**config.mk**
```make
export PLATFORM = sky130hd
export DESIGN_NAME = deadline_timer_scheduler_flat
export DESIGN_NICKNAME = d
export VERILOG_FILES = /design/src/rtl/dts_pkg.sv /design/src/rtl/dts_in_if.sv /design/src/rtl/dts_out_if.sv /design/src/rtl/dts_datapath.sv /design/src/rtl/dts_ctrl.sv /design/src/rtl/deadline_timer_scheduler.sv /design/src/flat_wrapper.sv
export SDC_FILE = /design/constraint.sdc
export NUM_CORES = 2
export LEC_CHECK = 0
export ABC_AREA = 0
export BUFFER_PORTS_ARGS = -buffer_cell sky130_fd_sc_hd__buf_2
export CORE_ASPECT_RATIO = 0.6
export CORE_MARGIN = 2
export CORE_UTILIZATION = 50
export CTS_CLUSTER_SIZE = 14
export DETAILED_ROUTE_END_ITERATION = 12
export PLACE_DENSITY = 0.65
export SYNTH_ARGS = -nofsm -noshare
export SYNTH_HDL_FRONTEND = slang
export SYNTH_SLANG_ARGS = --single-unit
```
**constraint.sdc**
```tcl
create_clock -name i_clk -period 7 [get_ports i_clk]
set_input_delay 0.35 -clock i_clk [delete_from_list [all_inputs] [get_ports i_clk]]
set_output_delay 0.35 -clock i_clk [all_outputs]
set_load 0.05 [all_outputs]
```
**src/rtl/dts_pkg.sv**
```systemverilog
`timescale 1ns / 1ps
`default_nettype none
package dts_pkg;

    localparam int OP_W    = 3;
    localparam int SLOT_W  = 4;
    localparam int DELAY_W = 32;
    localparam int KIND_W  = 2;
    localparam int TIME_W  = 48;

    typedef enum logic [OP_W-1:0] {
        OP_TICK      = 3'd0,
        OP_SCHED_ONE = 3'd1,
        OP_SCHED_PER = 3'd2,
        OP_CANCEL    = 3'd3,
        OP_STOP      = 3'd4
    } t_op;

    typedef enum logic [KIND_W-1:0] {
        KIND_FIRED  = 2'd0,
        KIND_ACCEPT = 2'd1,
        KIND_REJECT = 2'd2,
        KIND_IDLE   = 2'd3
    } t_kind;

    // controller to datapath
    typedef struct packed {
        logic latch;
        logic now_inc;
        logic round_clr;
        logic scan_init;
        logic scan_step;
        logic iv_rd;
        logic fire;
        logic exec;
    } t_cmd;

    // datapath to controller
    typedef struct packed {
        logic              is_tick;
        logic              scan_done;
        logic              best_vld;
        logic              rounds_left;
        t_kind             res_kind;
        logic [SLOT_W-1:0] res_slot;
        logic [SLOT_W-1:0] best_slot;
    } t_sts;

endpackage
`default_nettype wire

```
**src/rtl/dts_in_if.sv**
```systemverilog
`timescale 1ns / 1ps
`default_nettype none
interface dts_in_if;
    import dts_pkg::*;

    logic                valid;
    logic                ready;
    logic [OP_W-1:0]     opcode;
    logic [SLOT_W-1:0]   slot;
    logic [DELAY_W-1:0]  delay;
    logic                run_now;

    modport source (output valid, opcode, slot, delay, run_now, input ready);
    modport sink   (input valid, opcode, slot, delay, run_now, output ready);
endinterface
`default_nettype wire

```
**src/rtl/dts_out_if.sv**
```systemverilog
`timescale 1ns / 1ps
`default_nettype none
interface dts_out_if;
    import dts_pkg::*;

    logic                valid;
    logic                ready;
    logic [KIND_W-1:0]   kind;
    logic [SLOT_W-1:0]   slot_res;
    logic                last;

    modport source (output valid, kind, slot_res, last, input ready);
    modport sink   (input valid, kind, slot_res, last, output ready);
endinterface
`default_nettype wire

```
**src/rtl/dts_datapath.sv**
```systemverilog
`timescale 1ns / 1ps
`default_nettype none
module dts_datapath #(
    parameter int SLOTS = 16
) (
    input  wire logic                        i_clk,
    input  wire logic                        i_rst_n,
    input  wire logic [dts_pkg::OP_W-1:0]    i_opcode,
    input  wire logic [dts_pkg::SLOT_W-1:0]  i_slot,
    input  wire logic [dts_pkg::DELAY_W-1:0] i_delay,
    input  wire logic                        i_run_now,
    input  wire dts_pkg::t_cmd               i_cmd,
    output dts_pkg::t_sts                    o_sts
);
    import dts_pkg::*;

    localparam int IW = $clog2(SLOTS);
    localparam int RW = $clog2(SLOTS + 1);

    // latched item
    logic [OP_W-1:0]    r_op;
    logic [SLOT_W-1:0]  r_slot;
    logic [DELAY_W-1:0] r_delay;
    logic               r_run_now;

    logic [TIME_W-1:0]  r_now;
    logic               r_stopped;
    logic [SLOTS-1:0]   r_armed;

    // slot tables
    logic [TIME_W-1:0]  r_dl_mem [SLOTS];
    logic [DELAY_W-1:0] r_iv_mem [SLOTS];

    // scan state
    logic [IW:0]        r_scan_idx;
    logic               r_rd_pend;
    logic [IW-1:0]      r_rd_idx;
    logic [TIME_W-1:0]  r_rd_dl;
    logic               r_best_vld;
    logic [IW-1:0]      r_best_idx;
    logic [TIME_W-1:0]  r_best_dl;
    logic [DELAY_W-1:0] r_iv;
    logic [RW-1:0]      r_round;

    logic               in_range;
    logic [IW-1:0]      slot_ix;
    logic               sched_ok;
    logic               is_sched;
    logic               scan_more;
    logic               cand;
    logic [TIME_W-1:0]  now_plus_delay;
    logic [TIME_W-1:0]  now_plus_iv;
    logic               dl_we;
    logic [IW-1:0]      dl_waddr;
    logic [TIME_W-1:0]  dl_wdata;
    logic               iv_we;
    logic [DELAY_W-1:0] iv_wdata;
    t_kind              res_kind;
    logic [SLOT_W-1:0]  res_slot;

    assign in_range       = 32'(r_slot) < 32'(SLOTS);
    assign slot_ix        = IW'(r_slot);
    assign is_sched       = (r_op == OP_SCHED_ONE) || (r_op == OP_SCHED_PER);
    assign sched_ok       = in_range && !r_stopped && !r_armed[slot_ix];
    assign scan_more      = r_scan_idx != (IW+1)'(SLOTS);
    assign now_plus_delay = r_now + TIME_W'(r_delay);
    assign now_plus_iv    = r_now + TIME_W'(r_iv);
    assign cand = r_rd_pend && r_armed[r_rd_idx] && (r_rd_dl <= r_now)
                  && (!r_best_vld || (r_rd_dl < r_best_dl));

    // table write port
    always_comb begin
        dl_we    = 1'b0;
        dl_waddr = r_best_idx;
        dl_wdata = now_plus_iv;
        iv_we    = 1'b0;
        iv_wdata = r_delay;
        if (i_cmd.exec && is_sched && sched_ok) begin
            dl_we    = 1'b1;
            dl_waddr = slot_ix;
            iv_we    = 1'b1;
            if (r_op == OP_SCHED_ONE) begin
                dl_wdata = now_plus_delay;
                iv_wdata = '0;
            end else begin
                dl_wdata = r_run_now ? r_now : now_plus_delay;
            end
        end else if (i_cmd.fire && (r_iv != '0)) begin
            dl_we = 1'b1;
        end
    end

    always_ff @(posedge i_clk) begin
        if (dl_we) begin
            r_dl_mem[dl_waddr] <= dl_wdata;
        end
        if (iv_we) begin
            r_iv_mem[slot_ix] <= iv_wdata;
        end
        if (i_cmd.scan_step && scan_more) begin
            r_rd_dl <= r_dl_mem[r_scan_idx[IW-1:0]];
        end
        if (i_cmd.iv_rd) begin
            r_iv <= r_iv_mem[r_best_idx];
        end
    end

    always_ff @(posedge i_clk) begin
        if (i_cmd.latch) begin
            r_op      <= i_opcode;
            r_slot    <= i_slot;
            r_delay   <= i_delay;
            r_run_now <= i_run_now;
        end
        if (i_cmd.scan_step && scan_more) begin
            r_rd_idx <= r_scan_idx[IW-1:0];
        end
        if (i_cmd.scan_step && cand) begin
            r_best_idx <= r_rd_idx;
            r_best_dl  <= r_rd_dl;
        end
    end

    always_ff @(posedge i_clk) begin
        if (!i_rst_n) begin
            r_now      <= '0;
            r_stopped  <= 1'b0;
            r_armed    <= '0;
            r_scan_idx <= '0;
            r_rd_pend  <= 1'b0;
            r_best_vld <= 1'b0;
            r_round    <= '0;
        end else begin
            if (i_cmd.now_inc) begin
                r_now <= r_now + TIME_W'(1);
            end
            if (i_cmd.round_clr) begin
                r_round <= '0;
            end
            if (i_cmd.scan_init) begin
                r_scan_idx <= '0;
                r_rd_pend  <= 1'b0;
                r_best_vld <= 1'b0;
            end
            if (i_cmd.scan_step) begin
                r_rd_pend <= scan_more;
                if (scan_more) begin
                    r_scan_idx <= r_scan_idx + (IW+1)'(1);
                end
                if (cand) begin
                    r_best_vld <= 1'b1;
                end
            end
            if (i_cmd.fire) begin
                r_round <= r_round + RW'(1);
                if (r_iv == '0) begin
                    r_armed[r_best_idx] <= 1'b0;
                end
            end
            if (i_cmd.exec) begin
                case (r_op)
                    OP_SCHED_ONE, OP_SCHED_PER: begin
                        if (sched_ok) begin
                            r_armed[slot_ix] <= 1'b1;
                        end
                    end
                    OP_CANCEL: begin
                        if (in_range) begin
                            r_armed[slot_ix] <= 1'b0;
                        end
                    end
                    OP_STOP: begin
                        r_armed   <= '0;
                        r_stopped <= 1'b1;
                    end
                    default: begin
                    end
                endcase
            end
        end
    end

    // result of a non-tick item
    always_comb begin
        res_kind = KIND_REJECT;
        res_slot = r_slot;
        case (r_op)
            OP_SCHED_ONE, OP_SCHED_PER: begin
                res_kind = sched_ok ? KIND_ACCEPT : KIND_REJECT;
            end
            OP_CANCEL: begin
                res_kind = in_range ? KIND_ACCEPT : KIND_REJECT;
            end
            OP_STOP: begin
                res_kind = KIND_ACCEPT;
                res_slot = '0;
            end
            default: begin
                res_slot = '0;
            end
        endcase
    end

    assign o_sts.res_kind    = res_kind;
    assign o_sts.res_slot    = res_slot;
    assign o_sts.is_tick     = r_op == OP_TICK;
    assign o_sts.scan_done   = !scan_more && !r_rd_pend;
    assign o_sts.best_vld    = r_best_vld;
    assign o_sts.rounds_left = r_round != RW'(SLOTS);
    assign o_sts.best_slot   = SLOT_W'(r_best_idx);

endmodule
`default_nettype wire

```
**src/rtl/dts_ctrl.sv**
```systemverilog
`timescale 1ns / 1ps
`default_nettype none
module dts_ctrl (
    input  wire logic                       i_clk,
    input  wire logic                       i_rst_n,
    input  wire logic                       i_in_valid,
    output logic                            o_in_ready,
    output logic                            o_out_valid,
    input  wire logic                       i_out_ready,
    output logic [dts_pkg::KIND_W-1:0]      o_kind,
    output logic [dts_pkg::SLOT_W-1:0]      o_slot_res,
    output logic                            o_last,
    output dts_pkg::t_cmd                   o_cmd,
    input  wire dts_pkg::t_sts              i_sts
);
    import dts_pkg::*;

    typedef enum logic [2:0] {
        S_IDLE,
        S_DECODE,
        S_EXEC,
        S_SCAN_INIT,
        S_SCAN,
        S_FIRE_RD,
        S_FIRE,
        S_EMIT_IDLE
    } t_state;

    t_state            r_state, n_state;
    logic              r_out_valid;
    t_kind             r_kind, n_kind;
    logic [SLOT_W-1:0] r_slot, n_slot;
    logic              r_last, n_last;
    logic              out_free;
    logic              out_load;

    assign out_free = !r_out_valid || i_out_ready;

    always_comb begin
        n_state  = r_state;
        o_cmd    = '0;
        out_load = 1'b0;
        n_kind   = KIND_IDLE;
        n_slot   = '0;
        n_last   = 1'b1;
        case (r_state)
            S_IDLE: begin
                if (i_in_valid) begin
                    o_cmd.latch = 1'b1;
                    n_state     = S_DECODE;
                end
            end
            S_DECODE: begin
                if (i_sts.is_tick) begin
                    o_cmd.now_inc   = 1'b1;
                    o_cmd.round_clr = 1'b1;
                    n_state         = S_SCAN_INIT;
                end else begin
                    n_state = S_EXEC;
                end
            end
            S_EXEC: begin
                if (out_free) begin
                    o_cmd.exec = 1'b1;
                    out_load   = 1'b1;
                    n_kind     = i_sts.res_kind;
                    n_slot     = i_sts.res_slot;
                    n_state    = S_IDLE;
                end
            end
            S_SCAN_INIT: begin
                o_cmd.scan_init = 1'b1;
                n_state         = S_SCAN;
            end
            S_SCAN: begin
                o_cmd.scan_step = 1'b1;
                if (i_sts.scan_done) begin
                    if (i_sts.best_vld && i_sts.rounds_left) begin
                        n_state = S_FIRE_RD;
                    end else begin
                        n_state = S_EMIT_IDLE;
                    end
                end
            end
            S_FIRE_RD: begin
                o_cmd.iv_rd = 1'b1;
                n_state     = S_FIRE;
            end
            S_FIRE: begin
                if (out_free) begin
                    o_cmd.fire = 1'b1;
                    out_load   = 1'b1;
                    n_kind     = KIND_FIRED;
                    n_slot     = i_sts.best_slot;
                    n_last     = 1'b0;
                    n_state    = S_SCAN_INIT;
                end
            end
            S_EMIT_IDLE: begin
                if (out_free) begin
                    out_load = 1'b1;
                    n_state  = S_IDLE;
                end
            end
            default: begin
                n_state = S_IDLE;
            end
        endcase
    end

    always_ff @(posedge i_clk) begin
        if (!i_rst_n) begin
            r_state     <= S_IDLE;
            r_out_valid <= 1'b0;
        end else begin
            r_state <= n_state;
            if (out_load) begin
                r_out_valid <= 1'b1;
                r_kind      <= n_kind;
                r_slot      <= n_slot;
                r_last      <= n_last;
            end else if (i_out_ready) begin
                r_out_valid <= 1'b0;
            end
        end
    end

    assign o_in_ready  = r_state == S_IDLE;
    assign o_out_valid = r_out_valid;
    assign o_kind      = r_kind;
    assign o_slot_res  = r_slot;
    assign o_last      = r_last;

endmodule
`default_nettype wire

```
**src/rtl/deadline_timer_scheduler.sv**
```systemverilog
// deadline timer scheduler: SLOTS timer slots, each armed with a 48-bit deadline in ticks
// i_req carries one request word: tick, schedule one-shot, schedule periodic, cancel, stop
// o_rsp returns result words; each request ends with a word that has last set
// schedule, cancel, stop and unknown opcodes give one word (accepted or rejected)
// a tick advances the time by one, then gives one fired word per due slot in deadline
// order (ties to the lower slot), then a nothing-more-due word with slot 0
// a non-tick request goes through decode, then exec, which loads its result word
// a tick costs one scan of the deadline table per fired slot plus a final scan;
// each scan reads the table one slot a cycle through its single read port, and each
// fired slot then reads its interval in S_FIRE_RD and loads its word in S_FIRE
// one request is in work at a time; i_req.ready is high only while idle
// the result word sits in an output register, so the next request is taken
// while the last word of the previous one still waits for o_rsp.ready
// a stalled receiver holds the block at its next result word, nothing is dropped
// reset (synchronous, active low) clears time, the armed flags and the stop flag;
// deadline and interval table entries are only used for armed slots and need no clearing
`timescale 1ns / 1ps
`default_nettype none
module deadline_timer_scheduler #(
    parameter int SLOTS = 16
) (
    input  wire logic  i_clk,
    input  wire logic  i_rst_n,
    dts_in_if.sink     i_req,
    dts_out_if.source  o_rsp
);
    import dts_pkg::*;

    // command and status between the sequencer and the slot table datapath
    t_cmd cmd;
    t_sts sts;

    dts_datapath #(
        .SLOTS (SLOTS)
    ) u_datapath (
        .i_clk     (i_clk),
        .i_rst_n   (i_rst_n),
        .i_opcode  (i_req.opcode),
        .i_slot    (i_req.slot),
        .i_delay   (i_req.delay),
        .i_run_now (i_req.run_now),
        .i_cmd     (cmd),
        .o_sts     (sts)
    );

    // sequencer also owns the output word register
    dts_ctrl u_ctrl (
        .i_clk       (i_clk),
        .i_rst_n     (i_rst_n),
        .i_in_valid  (i_req.valid),
        .o_in_ready  (i_req.ready),
        .o_out_valid (o_rsp.valid),
        .i_out_ready (o_rsp.ready),
        .o_kind      (o_rsp.kind),
        .o_slot_res  (o_rsp.slot_res),
        .o_last      (o_rsp.last),
        .o_cmd       (cmd),
        .i_sts       (sts)
    );

endmodule
`default_nettype wire
```
**src/flat_wrapper.sv**
```systemverilog
// flat-port wrapper written by rule: the top's interface ports become plain ports
module deadline_timer_scheduler_flat import dts_pkg::*;
#(
    parameter int SLOTS = 16
)
  (i_clk, i_rst_n, i_req_valid, i_req_opcode, i_req_slot, i_req_delay, i_req_run_now, i_req_ready, o_rsp_valid, o_rsp_kind, o_rsp_slot_res, o_rsp_last, o_rsp_ready);
  dts_in_if i_req_i ();
  dts_out_if o_rsp_i ();
  input  wire logic i_clk;
  input  wire logic i_rst_n;
  input wire logic [$bits(i_req_i.valid)-1:0] i_req_valid;
  input wire logic [$bits(i_req_i.opcode)-1:0] i_req_opcode;
  input wire logic [$bits(i_req_i.slot)-1:0] i_req_slot;
  input wire logic [$bits(i_req_i.delay)-1:0] i_req_delay;
  input wire logic [$bits(i_req_i.run_now)-1:0] i_req_run_now;
  output wire logic [$bits(i_req_i.ready)-1:0] i_req_ready;
  output wire logic [$bits(o_rsp_i.valid)-1:0] o_rsp_valid;
  output wire logic [$bits(o_rsp_i.kind)-1:0] o_rsp_kind;
  output wire logic [$bits(o_rsp_i.slot_res)-1:0] o_rsp_slot_res;
  output wire logic [$bits(o_rsp_i.last)-1:0] o_rsp_last;
  input wire logic [$bits(o_rsp_i.ready)-1:0] o_rsp_ready;
  assign i_req_i.valid = i_req_valid;
  assign i_req_i.opcode = i_req_opcode;
  assign i_req_i.slot = i_req_slot;
  assign i_req_i.delay = i_req_delay;
  assign i_req_i.run_now = i_req_run_now;
  assign i_req_ready = i_req_i.ready;
  assign o_rsp_valid = o_rsp_i.valid;
  assign o_rsp_kind = o_rsp_i.kind;
  assign o_rsp_slot_res = o_rsp_i.slot_res;
  assign o_rsp_last = o_rsp_i.last;
  assign o_rsp_i.ready = o_rsp_ready;
  deadline_timer_scheduler #(.SLOTS(SLOTS)) u_core (.i_clk(i_clk), .i_rst_n(i_rst_n), .i_req(i_req_i), .o_rsp(o_rsp_i));
endmodule
```
==> results.py <==
metrics = {
    "outcome": {
        "status": "finished clean",
    },
    "sta": {
        "rsz0062_at_grt": "no",
        "period_share_pct": 80.26,
        "drv_slew": 0,
        "fin_crit_ns": 5.618,
        "tightest_slew_ns": 1.352,
        "fin_tns_setup_ns": 0,
        "finClkSkew_ns": 0.02644,
        "slew_headroom_pct": 9.883,
        "setup_violations": 0,
        "max_freq_ghz": 0.1780,
        "hold_viol": 0,
    },
    "die": {
        "dieArea_um2": 132700,
        "num_io_pins": 53,
        "fp-row-count": 102,
        "die_height_um": 283.0,
        "die_w_um": 469.0,
        "core_um2": 128900,
        "start_util_pct": 50.32,
    },
    "placed_design": {
        "io_buffers": 52,
        "hpwl_mm": 99.41,
        "gp_congestion": 0.9485,
        "place_area_um2": 67540,
    },
    "logic_synthesis": {
        "ys_types": 77,
        "synth_fp_nets": 3799,
        "yosysSeqAreaShare_pct": 70.24,
        "synthCells": 3589,
        "ys_top_cells_by_count": "edfxtp_1 (1463), mux4_2 (408), nor2_1 (168), ha_1 (164), nand2_1 (138)",
        "synth_largest_area_cell": "edfxtp_1",
        "synth_top_area_share_pct": 67.74,
        "yosys_warnings": 0,
        "synth.area.top_cells": "edfxtp_1 (68%), mux4_2 (14%), ha_1 (3.2%), dfxtp_1 (2.5%), xnor2_1 (1.0%)",
        "async_flop_share_pct": 0,
        "netlist_area_um2": 64860,
        "postSynthAreaPerCell_um2": 18.07,
        "synth.most_common_cell": "edfxtp_1",
        "ys_ff_latch": 1544,
        "ys.flop_type": "edfxtp_1",
        "synth_edf_count": 1463,
    },
    "drt": {
        "drc": 0,
        "ant_nets": 0,
        "vias": 34710,
        "routed_wl_mm": 162.1,
        "wire_per_inst_um": 29.20,
        "drtIter0Drc": 4995,
        "vias_per_cell": 6.252,
        "drt-pass1-iter-count": 6,
    },
    "setup_path": {
        "timing.critical_path.cells": "ha_1, nand4_1, a211oi_1, a21boi_1, o21ai_0, a2111oi_0, o221ai_1, a2bb2oi_2, nand2_1, xnor2_1",
        "slowest_delay_ns": 1.01,
        "crit_family": "compound AO/OA/AOI/OAI gates",
        "worstSetupStartpointType": "register",
        "critical_path_buf_inv_count": 0,
        "worstSetupPathType": "register to register",
        "required_ns": 7.38,
        "worstSetupEndpointType": "register",
        "crit_fanout": 16,
        "cp.arrival_ns": 6.00,
        "cp_slowest_cell": "xnor2_1",
    },
    "grt": {
        "grt.overflow.total": 0,
        "grt_pass1_wl_mm": 235.1,
        "first_global_vias": 33040,
        "antenna_found_initial": 12,
        "grt_max_degree": 138,
        "grt_usage_pct": 24.58,
    },
    "worst_hold_path": {
        "hold_path_class": "input pin to register",
    },
    "power": {
        "vdd_drop_max_mv": 0.3246,
        "pwr_density_cell_nw_per_um2": 274.1,
        "power.static_leakage_nw": 23.02,
    },
    "clock_network": {
        "cts_tree": "built",
        "cts_resized": 0,
        "ctsHtreeMaxLevel": 4,
        "cts_root_buf": "clkbuf_16",
        "clk_pin_slew_ns": 0.07,
        "clock_path_buffers": 3,
        "clk-insertion-delay-late_ns": 0.78,
        "cts_made_buffers": 139,
        "cts_sinks": 1544,
    },
    "layout": {
        "final_nets": 3943,
        "design_area_um2": 72190,
        "synthToLayoutAreaGrowth_pct": 11.30,
        "drive_gt1_share_pct": 20.47,
        "fillers": 9736,
    },
    "flow_run": {
        "cap_violations": 0,
    },
}
[metrics by stage]
stage / hold slack, ns / setup WS (ns) / total power, mW / cells / utilization, %
after floorplan: 0.4064 / 2.181 / 11.98 / 3589 / -
after CTS: 0.1219 / 1.590 / 19.91 / 5545 / 55.99
after global routing: 0.1894 / 0.9570 / 20.43 / 5548 / 56.00
final: 0.2132 / 1.382 / 19.78 / 5551 / 56.00
after global placement: 0.4355 / 1.758 / 12.61 / 5267 / 52.40
after detailed placement: 0.4490 / 1.625 / 12.63 / 5267 / 52.40
[state kept, by name, summed over array words and instances, names as in the netlist, 2 cells and up]
register,cells
u_core.u_datapath.r_iv,32
u_core.u_datapath.r_rd_dl,48
u_core.u_datapath.r_scan_idx,5
u_core.u_datapath.r_rd_idx,4
u_core.u_datapath.r_armed,16
u_core.u_datapath.r_slot,4
u_core.u_datapath.r_dl_mem,768
u_core.u_datapath.r_round,5
u_core.u_ctrl.r_state,3
u_core.u_datapath.r_best_idx,4
u_core.u_datapath.r_now,48
u_core.u_datapath.r_op,3
u_core.u_datapath.r_best_dl,48
u_core.u_ctrl.o_slot_res,4
u_core.u_ctrl.o_kind,2
u_core.u_datapath.r_iv_mem,512
u_core.u_datapath.r_delay,32
[per-layer routing]
metal  GRT usage (%)  part of all wire [%]  vias to the layer above
met2           32.39                    41                     1741
met4           6.354                   2.0                        0
met5               0                     0                        -
met1           40.53                    46                    18000
met3           6.031                    11                      193
li1                -                     -                    14780
[path summary, 6_finish.rpt]
path	startpoint	endpoint	slack, ns	depth (start not counted)
setup / recovery	u_core.u_datapath.r_iv[7]$_DFFE_PP_	u_core.u_datapath.r_dl_mem[1][37]$_DFFE_PP_	1.38	10
hold / removal	i_rst_n	u_core.u_ctrl.r_state[1]$_SDFFE_PN0P_	0.21	2
setup reg to reg	u_core.u_datapath.r_iv[7]$_DFFE_PP_	u_core.u_datapath.r_dl_mem[1][37]$_DFFE_PP_	1.38	10
hold reg to reg	u_core.u_datapath.r_round[4]$_SDFFE_PN0P_	u_core.u_datapath.r_round[4]$_SDFFE_PN0P_	0.46	1
[worst reg2reg max path: stages (launching register included)]
cell	delay, ns
edfxtp_1	0.44
ha_1	0.42
nand4_1	0.27
a211oi_1	0.23
a21boi_1	0.47
o21ai_0	0.40
a2111oi_0	0.85
o221ai_1	0.24
a2bb2oi_2	0.72
nand2_1	0.17
xnor2_1	1.01
[placed cells by master, fill, tap and decap left out, types with 17 or more instances in the layout]
cell	Yosys	layout
nand2_1	138	138
mux4_2	408	408
ha_1	164	164
buf_2	6	52
a211oi_1	24	24
edfxtp_1	1463	1463
clkbuf_1	128	40
nand2b_1	17	17
nand3_1	54	54
nand4_1	48	48
and3_1	23	22
xnor2_1	77	77
nor3_1	38	33
inv_1	122	120
a21o_1	54	54
a21oi_1	127	127
nor4_1	17	17
buf_4	1	71
clkbuf_16	0	143
dfxtp_1	81	77
nor2_4	0	26
dlygate4sd3_1	0	40
clkinv_1	1	23
and2_1	44	41
nor2_1	168	142
o21ai_0	123	120
nor2b_1	21	21
xor2_1	29	29
[logic make-up (layout without fill, tap and decap cells)]
family,after synthesis,in the layout,share of synthesized area (%)
buffers and inverters,289,530,1.701
other,0,5,0
AOI/OAI and AO/OA,443,443,4.248
and+or+nand+nor,623,623,4.832
adders and majority gates,167,167,3.241
muxes,417,417,14.31
DFF,1544,1544,70.24
xor gates and xnor gates,106,106,1.431
[power breakdown]
group          leakage, nW  switching, mW  total [mW]  internal (mW)
Combinational         7.07           1.17        1.71          0.534
Sequential            13.9          0.195        10.8           10.6
Clock                 2.06           3.34        7.30           3.96
[final cells by class]
cell class / count / area [um^2] / share of cell area, %
timing repair buffer: 169 / 1314 / 1.820
sequential: 1544 / 45570 / 63.12
antenna: 5 / 12.51 / 0.01733
tap: 1716 / 2147 / 2.974
clock inverter: 55 / 498.0 / 0.6898
clock buffer: 183 / 3729 / 5.165
multi-input combinational: 1756 / 18460 / 25.57
inverter: 123 / 462.9 / 0.6413
[what timing repair did]
item                                    in CTS  in global routing
hold endpoints to repair                    40                  0
endpoints found under the setup margin       0                  0
setup buffers                                0                  0
hold buffers                                40                  0
(Power assumes the default switching activity.)
